## src/aho_corasick_matcher_assert.svh

```systemverilog
// assertion helpers, clocked on clk_i and disabled while rst_ni is low
`ifndef AHO_CORASICK_MATCHER_ASSERT_SVH
`define AHO_CORASICK_MATCHER_ASSERT_SVH

// condition holds at every edge
`define AHO_ASSERT(name, cond) \
  name: assert property (@(posedge clk_i) disable iff (!rst_ni) (cond)) \
    else $error("aho assertion failed");

// condition in one cycle implies a condition in the next
`define AHO_ASSERT_NEXT(name, pre, post) \
  name: assert property (@(posedge clk_i) disable iff (!rst_ni) (pre) |=> (post)) \
    else $error("aho assertion failed");

`endif

```

## src/aho_fifo.sv

```systemverilog
`default_nettype none
module aho_fifo #(
  parameter int unsigned WIDTH = 8,
  parameter int unsigned DEPTH = 2,
  localparam int unsigned PW = $clog2(DEPTH),
  localparam int unsigned CW = $clog2(DEPTH + 1)
) (
  input  wire logic             clk_i,
  input  wire logic             rst_ni,
  input  wire logic             push_i,
  input  wire logic [WIDTH-1:0] data_i,
  output logic                  full_o,
  input  wire logic             pop_i,
  output logic      [WIDTH-1:0] data_o,
  output logic                  empty_o
);

  logic [WIDTH-1:0] slot_q [DEPTH];
  logic [PW-1:0]    wptr_q, wptr_d, rptr_q, rptr_d;
  logic [CW-1:0]    cnt_q, cnt_d;
  logic             do_push, do_pop;

  assign full_o  = (cnt_q == CW'(DEPTH));
  assign empty_o = (cnt_q == '0);
  assign do_push = push_i && !full_o;
  assign do_pop  = pop_i && !empty_o;
  assign data_o  = slot_q[rptr_q];

  always_comb begin
    wptr_d = wptr_q;
    rptr_d = rptr_q;
    cnt_d  = cnt_q;
    if (do_push) begin
      wptr_d = (wptr_q == PW'(DEPTH - 1)) ? '0 : wptr_q + PW'(1);
    end
    if (do_pop) begin
      rptr_d = (rptr_q == PW'(DEPTH - 1)) ? '0 : rptr_q + PW'(1);
    end
    if (do_push && !do_pop) begin
      cnt_d = cnt_q + CW'(1);
    end else if (do_pop && !do_push) begin
      cnt_d = cnt_q - CW'(1);
    end
  end

  always_ff @(posedge clk_i or negedge rst_ni) begin
    if (!rst_ni) begin
      wptr_q <= '0;
      rptr_q <= '0;
      cnt_q  <= '0;
    end else begin
      wptr_q <= wptr_d;
      rptr_q <= rptr_d;
      cnt_q  <= cnt_d;
    end
  end

  always_ff @(posedge clk_i) begin
    if (do_push) begin
      slot_q[wptr_q] <= data_i;
    end
  end

endmodule
`default_nettype wire

```

## config.mk

```make
export PLATFORM = sky130hd
export DESIGN_NAME = aho_fifo
export DESIGN_NICKNAME = d
export VERILOG_FILES = /design/src/aho_corasick_matcher_assert.svh /design/src/aho_fifo.sv
export SDC_FILE = /design/constraint.sdc
export NUM_CORES = 1
export LEC_CHECK = 0
export BUFFER_PORTS_ARGS = -buffer_cell sky130_fd_sc_hd__buf_4
export CORE_MARGIN = 3
export CORE_UTILIZATION = 44
export CTS_CLUSTER_DIAMETER = 120
export DETAILED_ROUTE_END_ITERATION = 6
export PLACE_DENSITY = 0.83
export SLEW_MARGIN = 0
export SYNTH_ARGS = -nofsm -noshare
export SYNTH_HDL_FRONTEND = slang
export SYNTH_SLANG_ARGS = --single-unit
```

## constraint.sdc

```tcl
create_clock -name clk_i -period 1.4 [get_ports clk_i]
set_input_delay 0.14 -clock clk_i [delete_from_list [all_inputs] [get_ports clk_i]]
set_output_delay 0.14 -clock clk_i [all_outputs]
set_load 0.01 [all_outputs]
```

======== Yosys cells after proc, flatten, opt, wreduce, memory -nomap -nowiden ========
Memories as Yosys holds them, arrays and structs flattened.
Cells that the tools add are included.
W data, S select, Z words.
storage, ports and cells
  memory bits (writable) .................. 16
  flip-flop bits (word level) ............. 4
  word-level logic and storage cells ...... 25
  memories ................................ 1
  bits of input ports ..................... 12
memories
  name    words  width  rd ports  clocked after memory_dff  write ports  line            text
  slot_q  2      8      1         0                         1            aho_fifo.sv:18  logic [WIDTH-1:0] slot_q [DEPTH];
operators by class
  equal/unequal tests ..................... 1
  add/sub/neg operators ................... 4
  mux-type cells .......................... 6
  reductions and logical operators ........ 10
operators by type and width
  cell                   count
  $logic_and A1 B1 Y1    4
  $logic_not A1 Y1       4
  $mux W1                4
  $mux W2                2
  $add A1 B1 Y1 const B  2
  $add A2 B1 Y2 const B  1
  $eq A2 B2 Y1 const B   1
  $logic_not A2 Y1       1
  $reduce_bool A2 Y1     1
  $sub A2 B1 Y2 const B  1

======== Depth between registers and ports, before layout ========
  word-level depth ........................ 7
  gate-level depth with buffers ........... 7
  gate-level depth less buffers ........... 7

======== Least setup slack after synthesis ========
OpenSTA, ideal clock, no wires.
  kind .................................... register -> register
  from .................................... reg cnt_q[0]
  to ...................................... mem slot_q[0][0] (enable)
  required time ........................... 1.030 ns
  path slack .............................. 0.008 ns
  cell stages (with the launch flop) ...... 4
  arrival time ............................ 1.022 ns
  setup time .............................. 0.370 ns
  period minus slack after synthesis ...... 1.392 ns
  cells stage by stage .................... dfrtp_1 -> nand2b_1 -> nand2_2 -> nor2_1
on the way
  longest elaborated chain between the ends .. 5
ends and longest elaborated chain
  item                           line            text
  from (decl)                    aho_fifo.sv:20  logic [CW-1:0] cnt_q, cnt_d;
  from (signal assigned)         aho_fifo.sv:54  cnt_q <= cnt_d;
  $eq A2 B2 Y1                   aho_fifo.sv:23  assign full_o = (cnt_q == CW'(DEPTH));
  $logic_not A1 Y1               aho_fifo.sv:25  assign do_push = push_i && !full_o;
  $logic_and A1 B1 Y1            aho_fifo.sv:25
  $mux W1                        aho_fifo.sv:59  if (do_push) begin
  $mux W1 (implied by the code)  aho_fifo.sv:60  slot_q[wptr_q] <= data_i;
  to (decl)                      aho_fifo.sv:18
Every way passes these cells.

======== Worst setup path in the final report ========
  from .................................... reg rptr_q
  to ...................................... out data_o[3]
on the way
  longest elaborated chain between the ends .. 1
ends and longest elaborated chain
  item                    line            text
  from (decl)             aho_fifo.sv:19  logic [PW-1:0] wptr_q, wptr_d, rptr_q, rptr_d;
  from (signal assigned)  aho_fifo.sv:53  rptr_q <= rptr_d;
  $mem_v2 Z2 W8           -
  to (decl)               aho_fifo.sv:14  output logic [WIDTH-1:0] data_o,
Every way passes these cells.

==> flow_summary.json <==
{
  "worstPathArrival_ns": 1.29,
  "slew-limit-headroom_pct": 72.89,
  "clock_tree.buffer_depth": 2,
  "placementRows": 14,
  "netlist_area_sq_um": 782.0,
  "cts_tree": "built",
  "p_per_area_nw_per_um2": 2073,
  "grt_setup_unrepaired": "true",
  "synthTopCellsByArea": "edfxtp_1 61%, dfrtp_1 13%, mux2_1 8.6%",
  "synth.top_cells.by_count": "16 x edfxtp_1, 6 x mux2_1, 4 x dfrtp_1",
  "dieWidth_microns": 48.16,
  "startpoint_type": "register",
  "p_leak_nw": 0.4959,
  "design.die.area_sq_um": 2319,
  "final_period_minus_worst_setup_slack_ns": 1.434,
  "cpPeakStageDelay_ns": 0.44,
  "timing_max_transition_violations_final": 0,
  "ys.warnings.count": 0,
  "ant_nets": 0,
  "synth.net_count": 57,
  "number_of_vias_after_detailed_routing": 457,
  "coreArea_sq_um": 1594,
  "synth_top_cell_area_share_pct": 61.44,
  "final_core_utilization_pct": 71.04,
  "total_cts_buffers": 3,
  "grt_start_max_net_pins": 12,
  "synth-seq-cells": 20,
  "nFillCells": 112,
  "globalplace.congestion": 0.6705,
  "wirelength_microns": 1254,
  "peakVddDrop_v": 0.001108,
  "critical_path_peak_fanout": 4,
  "route.detailed.vias_per_inst": 4.570,
  "synth_edf_count": 16,
  "ys.flop_type": "edfxtp_1",
  "critical_path.cell_chain": "buf_6, mux2_4, buf_6",
  "fmax_mhz": 697.1,
  "floorplan.io_pins": 22,
  "worstHoldPathType": "in -> reg",
  "report.final.hold_viol_count": 0,
  "cpMaxStageDelayCell": "dfrtp_2",
  "finalSetupViolCount": 7,
  "clockRootBuffer": "clkbuf_4",
  "worst_path_setup_slack_after_routing_ns": -0.03445,
  "worstSkewPairLatency_ns": 0.29,
  "clkSinkCount": 20,
  "yosysUniqueCellTypes": 15,
  "drv.max_cap_violation_count": 0,
  "final.hold.worst_slack_ns": 0.02084,
  "cpLargestDelayFamily": "flip-flops",
  "nets": 90,
  "synth_most_common_cell": "edfxtp_1",
  "final.period_utilization_pct": 102.5,
  "first_pass_grt_wire_length_microns": 1731,
  "detail_route.iter0.violations": 0,
  "grt_pass1_vias": 407,
  "area_growth_pct": 44.80,
  "grt_use_total_pct": 11.82,
  "grt_overflow_total": 0,
  "portBuffers": 21,
  "worstMarginPinSlew_ns": 0.4066,
  "critical_path_endpoint_category": "output port",
  "drcViolationCount": 0,
  "initial_cell_density_of_the_core_pct": 49.06,
  "post_synth_inst_count": 44,
  "layout_cells_sized_above_1_pct": 57.89,
  "drt_pre_antenna_iters": 1,
  "run_status": "finished with violations",
  "die_y_microns": 48.16,
  "clkSlewWorstSetupHoldPaths_ns": 0.10,
  "antenna_cells_inserted": 0,
  "htreeDepth": 1,
  "worst_clock_skew_ns": 0.001179,
  "worstPathBufferInverterCount": 2,
  "violated_checks": "negative setup slack",
  "synth_area_per_cell_sq_um": 17.77,
  "path_common_cell": "buf_6",
  "crit_path_required_time_ns": 1.26,
  "antenna_violations_before_repair": 0,
  "async_flop_share_pct": 20.00,
  "synth-seq-area-share_pct": 74.24,
  "worst-setup-path-type": "reg -> out",
  "wire_per_inst_microns": 12.54,
  "largest_area_contributor_in_the_netlist": "edfxtp_1"
}
==> final timing paths <==
path,depth (start not counted),end,from,slack (ns)
min in group asynchronous,2,rptr_q,rst_ni,0.16
max in group asynchronous,2,rptr_q,rst_ni,1.13
min reg2reg,1,wptr_q,wptr_q,0.52
max reg2reg,5,cnt_q[1],cnt_q[1],0.01
max,3,data_o[3],rptr_q,-0.03
min,1,slot_q[0][5],data_i[5],0.02
==> report_power, final <==
group          leakage [nW]  total (mW)  internal (mW)  switching, mW
sequential            0.194       0.930          0.835         0.0952
clock                0.0210       0.321          0.159          0.163
combinational         0.281        1.10          0.664          0.432
==> state kept, by name (all words and copies together) (netlist names) <==
name / count
cnt_q: 2
slot_q: 16
rptr_q: 1
wptr_q: 1
==> final cells by class <==
class                   count  area [sq um]  share of cell area, %
well taps                  24         30.03                  2.652
multi-input cells          21         222.7                  19.67
clock buffers               4         36.28                  3.204
flip-flops and latches     20         581.8                  51.38
inverters                   2         7.507                 0.6630
repair buffers             29         254.0                  22.43
==> per-stage QoR <==
step           total power [mW]  cell area (sq um)  instances  setup slack (ns)  TNS (ns)
2_1_floorplan             1.376              782.0         44          0.007850         0
3_3_place_gp              1.692              987.2         91           0.08900         0
3_5_place_dp              1.734              987.2         91          0.004147         0
4_1_cts                   2.106               1050         98          -0.04769   -0.2981
5_1_grt                   2.477               1132        100          -0.07018   -0.5027
6_report                  2.347               1132        100          -0.03445   -0.1993
==> cell usage in the layout, fill, tap and decap left out <==
cell / instances
mux2_2: 1
and3_1: 1
edfxtp_1: 16
ha_1: 1
nand2_2: 1
clkbuf_8: 1
mux2_4: 7
nand2b_4: 1
xnor2_1: 2
clkbuf_4: 3
buf_6: 9
o21ai_1: 1
dfrtp_2: 1
inv_1: 2
dlygate4sd3_1: 1
nor2_1: 3
dfrtp_1: 3
xnor2_2: 1
xor2_1: 2
buf_4: 19
==> kinds of logic after synthesis <==
group,Yosys count,synth area share (%)
buf+inv,3,1.600
mux,8,11.52
compound gates,1,0.6394
fa+ha+maj,1,1.600
xor+xnor,5,6.561
simple gates,6,3.841
flops,20,74.24
==> routing by layer <==
| metal | share of wire (%) | GRT usage [%] |
|---|---|---|
| met5 | 0 | 0 |
| met4 | 2.9 | 9.677 |
| met3 | 7.9 | 4.428 |
| met2 | 50 | 17.45 |
| met1 | 39 | 13.56 |
==> timing repair <==
| action | CTS | global route |
|---|---|---|
| setup buffers | 2 | 2 |
| gates cloned | 0 | 0 |
| hold buffers | 1 | 0 |
| endpoints found under the setup margin | 9 | 25 |
| pin swaps | 0 | 1 |
| endpoints found under the hold margin | 4 | 0 |
| gates resized for setup | 1 | 19 |
No activity file was read; power rests on OpenSTA's default activity.
