File: src/aho_corasick_matcher_assert.svh
// assertion helpers, clocked on clk_i and disabled while rst_ni is low
`ifndef AHO_CORASICK_MATCHER_ASSERT_SVH
`define AHO_CORASICK_MATCHER_ASSERT_SVH

// condition holds at every edge
`define AHO_ASSERT(name, cond) \
  name: assert property (@(posedge clk_i) disable iff (!rst_ni) (cond)) \
    else $error("aho assertion failed");

// condition in one cycle implies a condition in the next
`define AHO_ASSERT_NEXT(name, pre, post) \
  name: assert property (@(posedge clk_i) disable iff (!rst_ni) (pre) |=> (post)) \
    else $error("aho assertion failed");

`endif

File: src/aho_pkg.sv
`default_nettype none
package aho_pkg;

  localparam int unsigned ALPHABET_DEF     = 26;
  localparam int unsigned MAX_NODES_DEF    = 256;
  localparam int unsigned MAX_PATTERNS_DEF = 64;
  localparam int unsigned MAX_RESULTS      = 64;
  localparam int unsigned QUEUE_DEPTH      = 2;

  typedef enum logic [1:0] {
    OP_LOAD  = 2'd0,
    OP_END   = 2'd1,
    OP_BUILD = 2'd2,
    OP_SCAN  = 2'd3
  } op_e;

  typedef enum logic [1:0] {
    ST_OK          = 2'd0,
    ST_NODE_FULL   = 2'd1,
    ST_PAT_FULL    = 2'd2,
    ST_WRONG_PHASE = 2'd3
  } status_e;

  typedef struct packed {
    logic [1:0]  operation;
    logic [4:0]  symbol;
    logic [15:0] pattern_index;
  } in_t;

  typedef struct packed {
    logic [1:0]  status;
    logic        match_found;
    logic [15:0] matched_index;
    logic        last;
  } out_t;

  // classified request handed from front to back
  typedef struct packed {
    op_e         op;
    logic        sym_ok;
    logic [4:0]  symbol;
    logic [15:0] pattern_index;
  } cmd_t;

endpackage
`default_nettype wire

File: src/aho_fifo.sv
`default_nettype none
module aho_fifo #(
  parameter int unsigned WIDTH = 8,
  parameter int unsigned DEPTH = 2,
  localparam int unsigned PW = $clog2(DEPTH),
  localparam int unsigned CW = $clog2(DEPTH + 1)
) (
  input  wire logic             clk_i,
  input  wire logic             rst_ni,
  input  wire logic             push_i,
  input  wire logic [WIDTH-1:0] data_i,
  output logic                  full_o,
  input  wire logic             pop_i,
  output logic      [WIDTH-1:0] data_o,
  output logic                  empty_o
);

  logic [WIDTH-1:0] slot_q [DEPTH];
  logic [PW-1:0]    wptr_q, wptr_d, rptr_q, rptr_d;
  logic [CW-1:0]    cnt_q, cnt_d;
  logic             do_push, do_pop;

  assign full_o  = (cnt_q == CW'(DEPTH));
  assign empty_o = (cnt_q == '0);
  assign do_push = push_i && !full_o;
  assign do_pop  = pop_i && !empty_o;
  assign data_o  = slot_q[rptr_q];

  always_comb begin
    wptr_d = wptr_q;
    rptr_d = rptr_q;
    cnt_d  = cnt_q;
    if (do_push) begin
      wptr_d = (wptr_q == PW'(DEPTH - 1)) ? '0 : wptr_q + PW'(1);
    end
    if (do_pop) begin
      rptr_d = (rptr_q == PW'(DEPTH - 1)) ? '0 : rptr_q + PW'(1);
    end
    if (do_push && !do_pop) begin
      cnt_d = cnt_q + CW'(1);
    end else if (do_pop && !do_push) begin
      cnt_d = cnt_q - CW'(1);
    end
  end

  always_ff @(posedge clk_i or negedge rst_ni) begin
    if (!rst_ni) begin
      wptr_q <= '0;
      rptr_q <= '0;
      cnt_q  <= '0;
    end else begin
      wptr_q <= wptr_d;
      rptr_q <= rptr_d;
      cnt_q  <= cnt_d;
    end
  end

  always_ff @(posedge clk_i) begin
    if (do_push) begin
      slot_q[wptr_q] <= data_i;
    end
  end

endmodule
`default_nettype wire

File: src/aho_front.sv
`default_nettype none
module aho_front #(
  parameter int unsigned ALPHABET = aho_pkg::ALPHABET_DEF
) (
  input  wire logic          clk_i,
  input  wire logic          rst_ni,
  input  wire logic          push_i,
  input  wire aho_pkg::in_t  req_i,
  output logic               full_o,
  input  wire logic          busy_i,
  output logic               cmd_valid_o,
  input  wire logic          cmd_pop_i,
  output aho_pkg::cmd_t      cmd_o
);

  aho_pkg::cmd_t cmd_in;
  logic          q_full, q_empty;
  logic [$bits(aho_pkg::cmd_t)-1:0] q_rdata;

  // decode the request and check the letter against the alphabet
  always_comb begin
    cmd_in.op            = aho_pkg::op_e'(req_i.operation);
    cmd_in.sym_ok        = (int'(req_i.symbol) < int'(ALPHABET));
    cmd_in.symbol        = req_i.symbol;
    cmd_in.pattern_index = req_i.pattern_index;
  end

  assign full_o = q_full || busy_i;

  aho_fifo #(
    .WIDTH($bits(aho_pkg::cmd_t)),
    .DEPTH(aho_pkg::QUEUE_DEPTH)
  ) u_cmd_q (
    .clk_i  (clk_i),
    .rst_ni (rst_ni),
    .push_i (push_i && !full_o),
    .data_i (cmd_in),
    .full_o (q_full),
    .pop_i  (cmd_pop_i),
    .data_o (q_rdata),
    .empty_o(q_empty)
  );

  assign cmd_valid_o = !q_empty;
  assign cmd_o       = aho_pkg::cmd_t'(q_rdata);

endmodule
`default_nettype wire

File: config.mk
export PLATFORM = sky130hd
export DESIGN_NAME = aho_front
export DESIGN_NICKNAME = d
export VERILOG_FILES = /design/src/aho_corasick_matcher_assert.svh /design/src/aho_pkg.sv /design/src/aho_fifo.sv /design/src/aho_front.sv
export SDC_FILE = /design/constraint.sdc
export NUM_CORES = 1
export LEC_CHECK = 0
export CAP_MARGIN = 20
export CORE_MARGIN = 3
export CORE_UTILIZATION = 61
export DETAILED_ROUTE_END_ITERATION = 6
export DONT_BUFFER_PORTS = 1
export GPL_TIMING_DRIVEN = 0
export MAX_ROUTING_LAYER = met4
export PLACE_DENSITY = 0.74
export SYNTH_ARGS = -nofsm -noshare
export SYNTH_HDL_FRONTEND = slang
export SYNTH_SLANG_ARGS = --single-unit
File: constraint.sdc
create_clock -name clk_i -period 2.5 [get_ports clk_i]
set_clock_uncertainty 0.2 [all_clocks]
set_input_delay 0.375 -clock clk_i [delete_from_list [all_inputs] [get_ports clk_i]]
set_output_delay 0.375 -clock clk_i [all_outputs]
set_load 0.01 [all_outputs]
# ---- Word-level counts from Yosys, hierarchy flattened
# Memory sizes are Yosys's and may differ from the RTL's.
# Cells that the tools add are included.
dict set report word_totals {
  mem_bits_rw 48
  mem_count 1
  latch_bits 0
  regBits 4
  rom_bits 0
}
# memory depth width read_ports rd_ports_with_merged_regs wr line_no
set memory_table {}
lappend memory_table {u_cmd_q.slot_q 2 24 1 0 1 aho_fifo.sv:18} ;# logic [WIDTH-1:0] slot_q [DEPTH];
dict set report op_classes {
  mul 0
  magnitude_cmp 1
  muxes 6
  n_div 0
  bitwise 0
  addsub 4
  reduce_logical 13
  eq_ne 1
  shift 0
}
# cell count
set op_table {}
lappend op_table {{$logic_and A1 B1 Y1} 5}
lappend op_table {{$logic_not A1 Y1} 5}
lappend op_table {{$lt A5 B5 Y1 const B} 1}
lappend op_table {{$mux W1} 4}
lappend op_table {{$mux W2} 2}
lappend op_table {{$add A1 B1 Y1 const B} 2}
lappend op_table {{$add A2 B1 Y2 const B} 1}
lappend op_table {{$eq A2 B2 Y1 const B} 1}
lappend op_table {{$logic_not A2 Y1} 1}
lappend op_table {{$reduce_bool A2 Y1} 1}
lappend op_table {{$sub A2 B1 Y2 const B} 1}
lappend op_table {{$logic_or A1 B1 Y1} 1}

# ---- Logic depth before layout (Yosys ltp)
dict set report logic_depth {
  depth_word 9
  depth_mapped 7
}

# ---- Cells and area by module
# A second synthesis with hierarchy kept.
dict set report hier_totals {
  hier_cells 98
  area_unflattened_um2 2055.7
}
# mod seq_area_each_um2 cells_per_inst instances area_per_inst_um2
set by_module_without_submodules {}
lappend by_module_without_submodules {aho_fifo 1541.5 94 1 2030.7}
lappend by_module_without_submodules {aho_front 0.0 4 1 25.0}

# ---- Least setup slack after synthesis
# OpenSTA, ideal clock, no wires.
dict set report synth_timing {
  kind {register to register}
  startpoint {reg u_cmd_q.cnt_q[0]}
  endpoint {mem u_cmd_q.slot_q[0][0] (netlist name) (enable)}
  path_slack_ps 212
  setup_ps 405
  required_time_ps 1895
  synth_period_minus_slack_ps 2288
  stages_incl_launch_ff 4
  n_path_buf 0
  arrival_time_ps 1683
  cell_sequence {dfrtp_1 > nand2b_1 > nand3b_2 > nor2_1}
}
dict set report synth_between {
  elab_chain_len 7
  word_cells_on_any_way 8
  classes_between {eq/ne: 1; mux: 2; reduce/logical: 5}
}
# element line_no
set synth_lines {}
lappend synth_lines {{start, declared} aho_fifo.sv:20} ;# logic [CW-1:0] cnt_q, cnt_d;
lappend synth_lines {{start signal, assigned} aho_fifo.sv:54} ;# cnt_q <= cnt_d;
lappend synth_lines {{$eq A2 B2 Y1 *} aho_fifo.sv:23} ;# assign full_o = (cnt_q == CW'(DEPTH));
lappend synth_lines {{$logic_or A1 B1 Y1} aho_front.sv:28} ;# assign full_o = q_full || busy_i;
lappend synth_lines {{$logic_not A1 Y1} aho_front.sv:36} ;# .push_i (push_i && !full_o),
lappend synth_lines {{$logic_and A1 B1 Y1} aho_front.sv:36}
lappend synth_lines {{$logic_and A1 B1 Y1 *} aho_fifo.sv:25} ;# assign do_push = push_i && !full_o;
lappend synth_lines {{$mux W1 *} aho_fifo.sv:59} ;# if (do_push) begin
lappend synth_lines {{$mux W1 (implied by the code) *} aho_fifo.sv:60} ;# slot_q[wptr_q] <= data_i;
lappend synth_lines {{end, declared} aho_fifo.sv:18}
# Every way passes the cells marked *; elsewhere a longest branch is shown, timed or not.

# ---- Worst setup path in the final report
dict set report layout_timing {
  startpoint {reg u_cmd_q.cnt_q[0]}
  endpoint {mem u_cmd_q.slot_q[0][19] (netlist name) (enable)}
}
# The elaborated chain is that of the path after synthesis.

==> flow_metrics.env <==
export IMPL_status="finished, final reports clean"
export IMPL_cts_path_max_buffers=2
export IMPL_drt_total_wl_um=3304
export IMPL_setup_viol=0
export IMPL_slew_headroom_pct=54.73
export IMPL_nets=159
export IMPL_cp_end_kind="register"
export IMPL_ys_top_cells_by_area="edfxtp_1 (70%), mux2_4 (14%), dfrtp_1 (4.9%), mux2_2 (2.7%), buf_12 (2.0%)"
export IMPL_fin_area_um2=2537
export IMPL_yosysMostFrequentCell="edfxtp_1"
export IMPL_core_um2=3128
export IMPL_groute_usage_overall_pct=18.41
export IMPL_final_max_slew_viol_count=0
export IMPL_place_ws_ns=0.2055
export IMPL_crit_slowest_cell="nor2_2"
export IMPL_grt_pass1_vias=994
export IMPL_synth_seq_cells=52
export IMPL_grt_max_degree=25
export IMPL_peakVddDrop_uv=809.6
export IMPL_synth_edf_count=48
export IMPL_worst_slew_pin_slew_ns=0.6783
export IMPL_cts_buffers_inserted=5
export IMPL_overflow=0
export IMPL_dr_pass1_iters=4
export IMPL_tns_ns=0
export IMPL_portBuffers=0
export IMPL_hpwlAfterDp_um=1960
export IMPL_async_reset_ff_share_pct=7.692
export IMPL_syn_nets=124
export IMPL_rsz0062_at_grt="no"
export IMPL_die_area_um2=4092
export IMPL_detail_route_antenna_nets=0
export IMPL_required_ns=2.39
export IMPL_clk_latency_ns=0.36
export IMPL_drt_iter0_markers=47
export IMPL_arrival_ns=1.90
export IMPL_ys_seq_area_share_pct=75.21
export IMPL_regToRegStartpoint="u_cmd_q.cnt_q[0]$_DFFE_PN0P_"
export IMPL_cts_tree="built"
export IMPL_synthCells=95
export IMPL_drc_errors=0
export IMPL_pin_count=54
export IMPL_hp_class="in2reg"
export IMPL_yosys_area_top_type="edfxtp_1"
export IMPL_routabilityCongestion=0.7428
export IMPL_worstPathCellList="nand2b_1 -> nand3b_2 -> nor2_2 -> buf_8"
export IMPL_slowest_delay_ns=0.55
export IMPL_critical_path_top_delay_family="simple AND/OR/NAND/NOR gates"
export IMPL_cts_max_level=2
export IMPL_cp_startpoint="u_cmd_q.cnt_q[0]$_DFFE_PN0P_"
export IMPL_synthTopCellsByCount="edfxtp_1 (48), mux2_4 (19), mux2_2 (5), dfrtp_1 (4), xnor2_1 (3)"
export IMPL_criticalPathCategory="reg2reg"
export IMPL_path_max_fanout=13
export IMPL_clk_pin_slew_ns=0.14
export IMPL_grt_pass1_wl_um=5112
export IMPL_post_cts_setup_buffers=0
export IMPL_antennaDiodeCount=0
export IMPL_synthFlopType="edfxtp_1"
export IMPL_yosysTopAreaCellShare_pct=70.33
export IMPL_dieHeight_um=63.97
export IMPL_ys_warn_count=0
export IMPL_fin_cells=175
export IMPL_crit_buf_inv=1
export IMPL_num_vias=935
export IMPL_dp_cells=140
export IMPL_cellPowerDensity_nw_per_um2=1025
export IMPL_syn_area_um2=2049
export IMPL_fin_crit_sh_pct=80.61
export IMPL_hold_viol_final=0
export IMPL_row_count=20
export IMPL_critPathLaunchType="register"
export IMPL_start_util_pct=65.52
export IMPL_drv_cap=0
export IMPL_synth_cell_types=17
export IMPL_cts_root_buf="clkbuf_4"
export IMPL_areaGrowthSynthToFinish_pct=23.81
export IMPL_worstHoldStart="req_i[19]"
export IMPL_routed_via_density=5.343
export IMPL_place_area_um2=2122
export IMPL_wire_per_inst_um=18.88
export IMPL_synth_area_per_cell_um2=21.57
export IMPL_clock_sinks=52
export IMPL_p_leak_uw=0.0009339
export IMPL_setup_ws_ns=0.4848
export IMPL_whs_ns=0.02821
export IMPL_antenna_found_initial=0
export IMPL_max_freq_ghz=0.4962
export IMPL_die_w_um=63.97
export IMPL_fin_crit_ns=2.015
export IMPL_drive_above_1_share_pct=30.53
stage by stage:
stage / utilization (%) / total power, uW
finish: 81.12 / 2601
global route: 81.12 / 2704
CTS: 80.24 / 2615
detailed placement: 67.84 / 1913
global placement: 67.28 / 1877
floorplan: - / 1796
where the power goes:
| group | switching [uW] | internal [uW] |
|---|---|---|
| clock network | 247 | 412 |
| logic | 375 | 418 |
| registers | 54.9 | 1090 |
path summary, 6_finish.rpt:
check,depth (start not counted),slack [ns],endpoint
min in group asynchronous,1,0.06,u_cmd_q.cnt_q[1]$_DFFE_PN0P_
max in group asynchronous,1,1.87,u_cmd_q.rptr_q$_DFFE_PN0P_
setup reg to reg,4,0.48,u_cmd_q.slot_q[0][19]$_DFFE_PP_
hold / removal,1,0.03,u_cmd_q.slot_q[1][21]$_DFFE_PP_
setup / recovery,4,0.48,u_cmd_q.slot_q[0][19]$_DFFE_PP_
hold reg to reg,1,0.31,u_cmd_q.cnt_q[1]$_DFFE_PN0P_
timing repair:
action	4_1_cts	5_1_grt
gates resized for setup	0	0
hold buffers	26	0
setup endpoints to repair	0	0
endpoints found under the hold margin	54	0
per-layer routing:
metal | track usage [%] | vias to the layer above | share of wire (%)
met2 | 29.55 | 36 | 51
met5 | - | - | 0
met1 | 21.81 | 462 | 41
met3 | 6.678 | 5 | 6.1
met4 | 5.660 | 0 | 1.4
li1 | - | 432 | -
area by class of cell:
| type | count | area, um2 |
|---|---|---|
| sequential | 52 | 1541 |
| fill | 161 | 590.6 |
| multi-input combinational | 39 | 455.4 |
| timing repair buffer | 28 | 302.8 |
| clock inverter | 3 | 90.09 |
| tap | 44 | 55.05 |
| buffer | 3 | 51.30 |
| clock buffer | 5 | 37.54 |
| inverter | 1 | 3.754 |
registers in the layout, indices dropped and copies added, names as in the netlist:
signal and flops:
u_cmd_q.wptr_q 1, u_cmd_q.rptr_q 1, u_cmd_q.slot_q 48, u_cmd_q.cnt_q 2
placed cells by master (no fill, tap or decap):
cell           count
or2_1              1
xor2_1             2
inv_2              1
clkbuf_4           5
and2_1             1
buf_16             1
nand2_1            1
mux2_2             5
buf_12             2
nor2_2             1
buf_6              1
mux2_4            19
xnor2_1            3
bufinv_16          3
nand3b_2           1
ha_1               1
dfrtp_1            4
nor2_1             1
buf_8              1
nand2b_1           2
dlygate4sd3_1     26
edfxtp_1          48
o211ai_1           1
worst register-to-register path: stages, from the launching register on:
cell and delay, ns:
dfrtp_1 0.43, nand2b_1 0.18, nand3b_2 0.14, nor2_2 0.55
buf_8 0.24
kinds of logic (layout without fill, tap and decap cells):
logic type                 after synthesis  count (layout)  share of synthesized area [%]
muxes                                   24              24                          16.67
adders and majority gates                1               1                         0.6104
and+or+nand+nor                          8               8                          2.320
DFF                                     52              52                          75.21
xor gates and xnor gates                 5               5                          2.137
buffers and inverters                    4              40                          2.686
AOI/OAI and AO/OA                        1               1                         0.3664
Power figures use the tool's default switching activity.
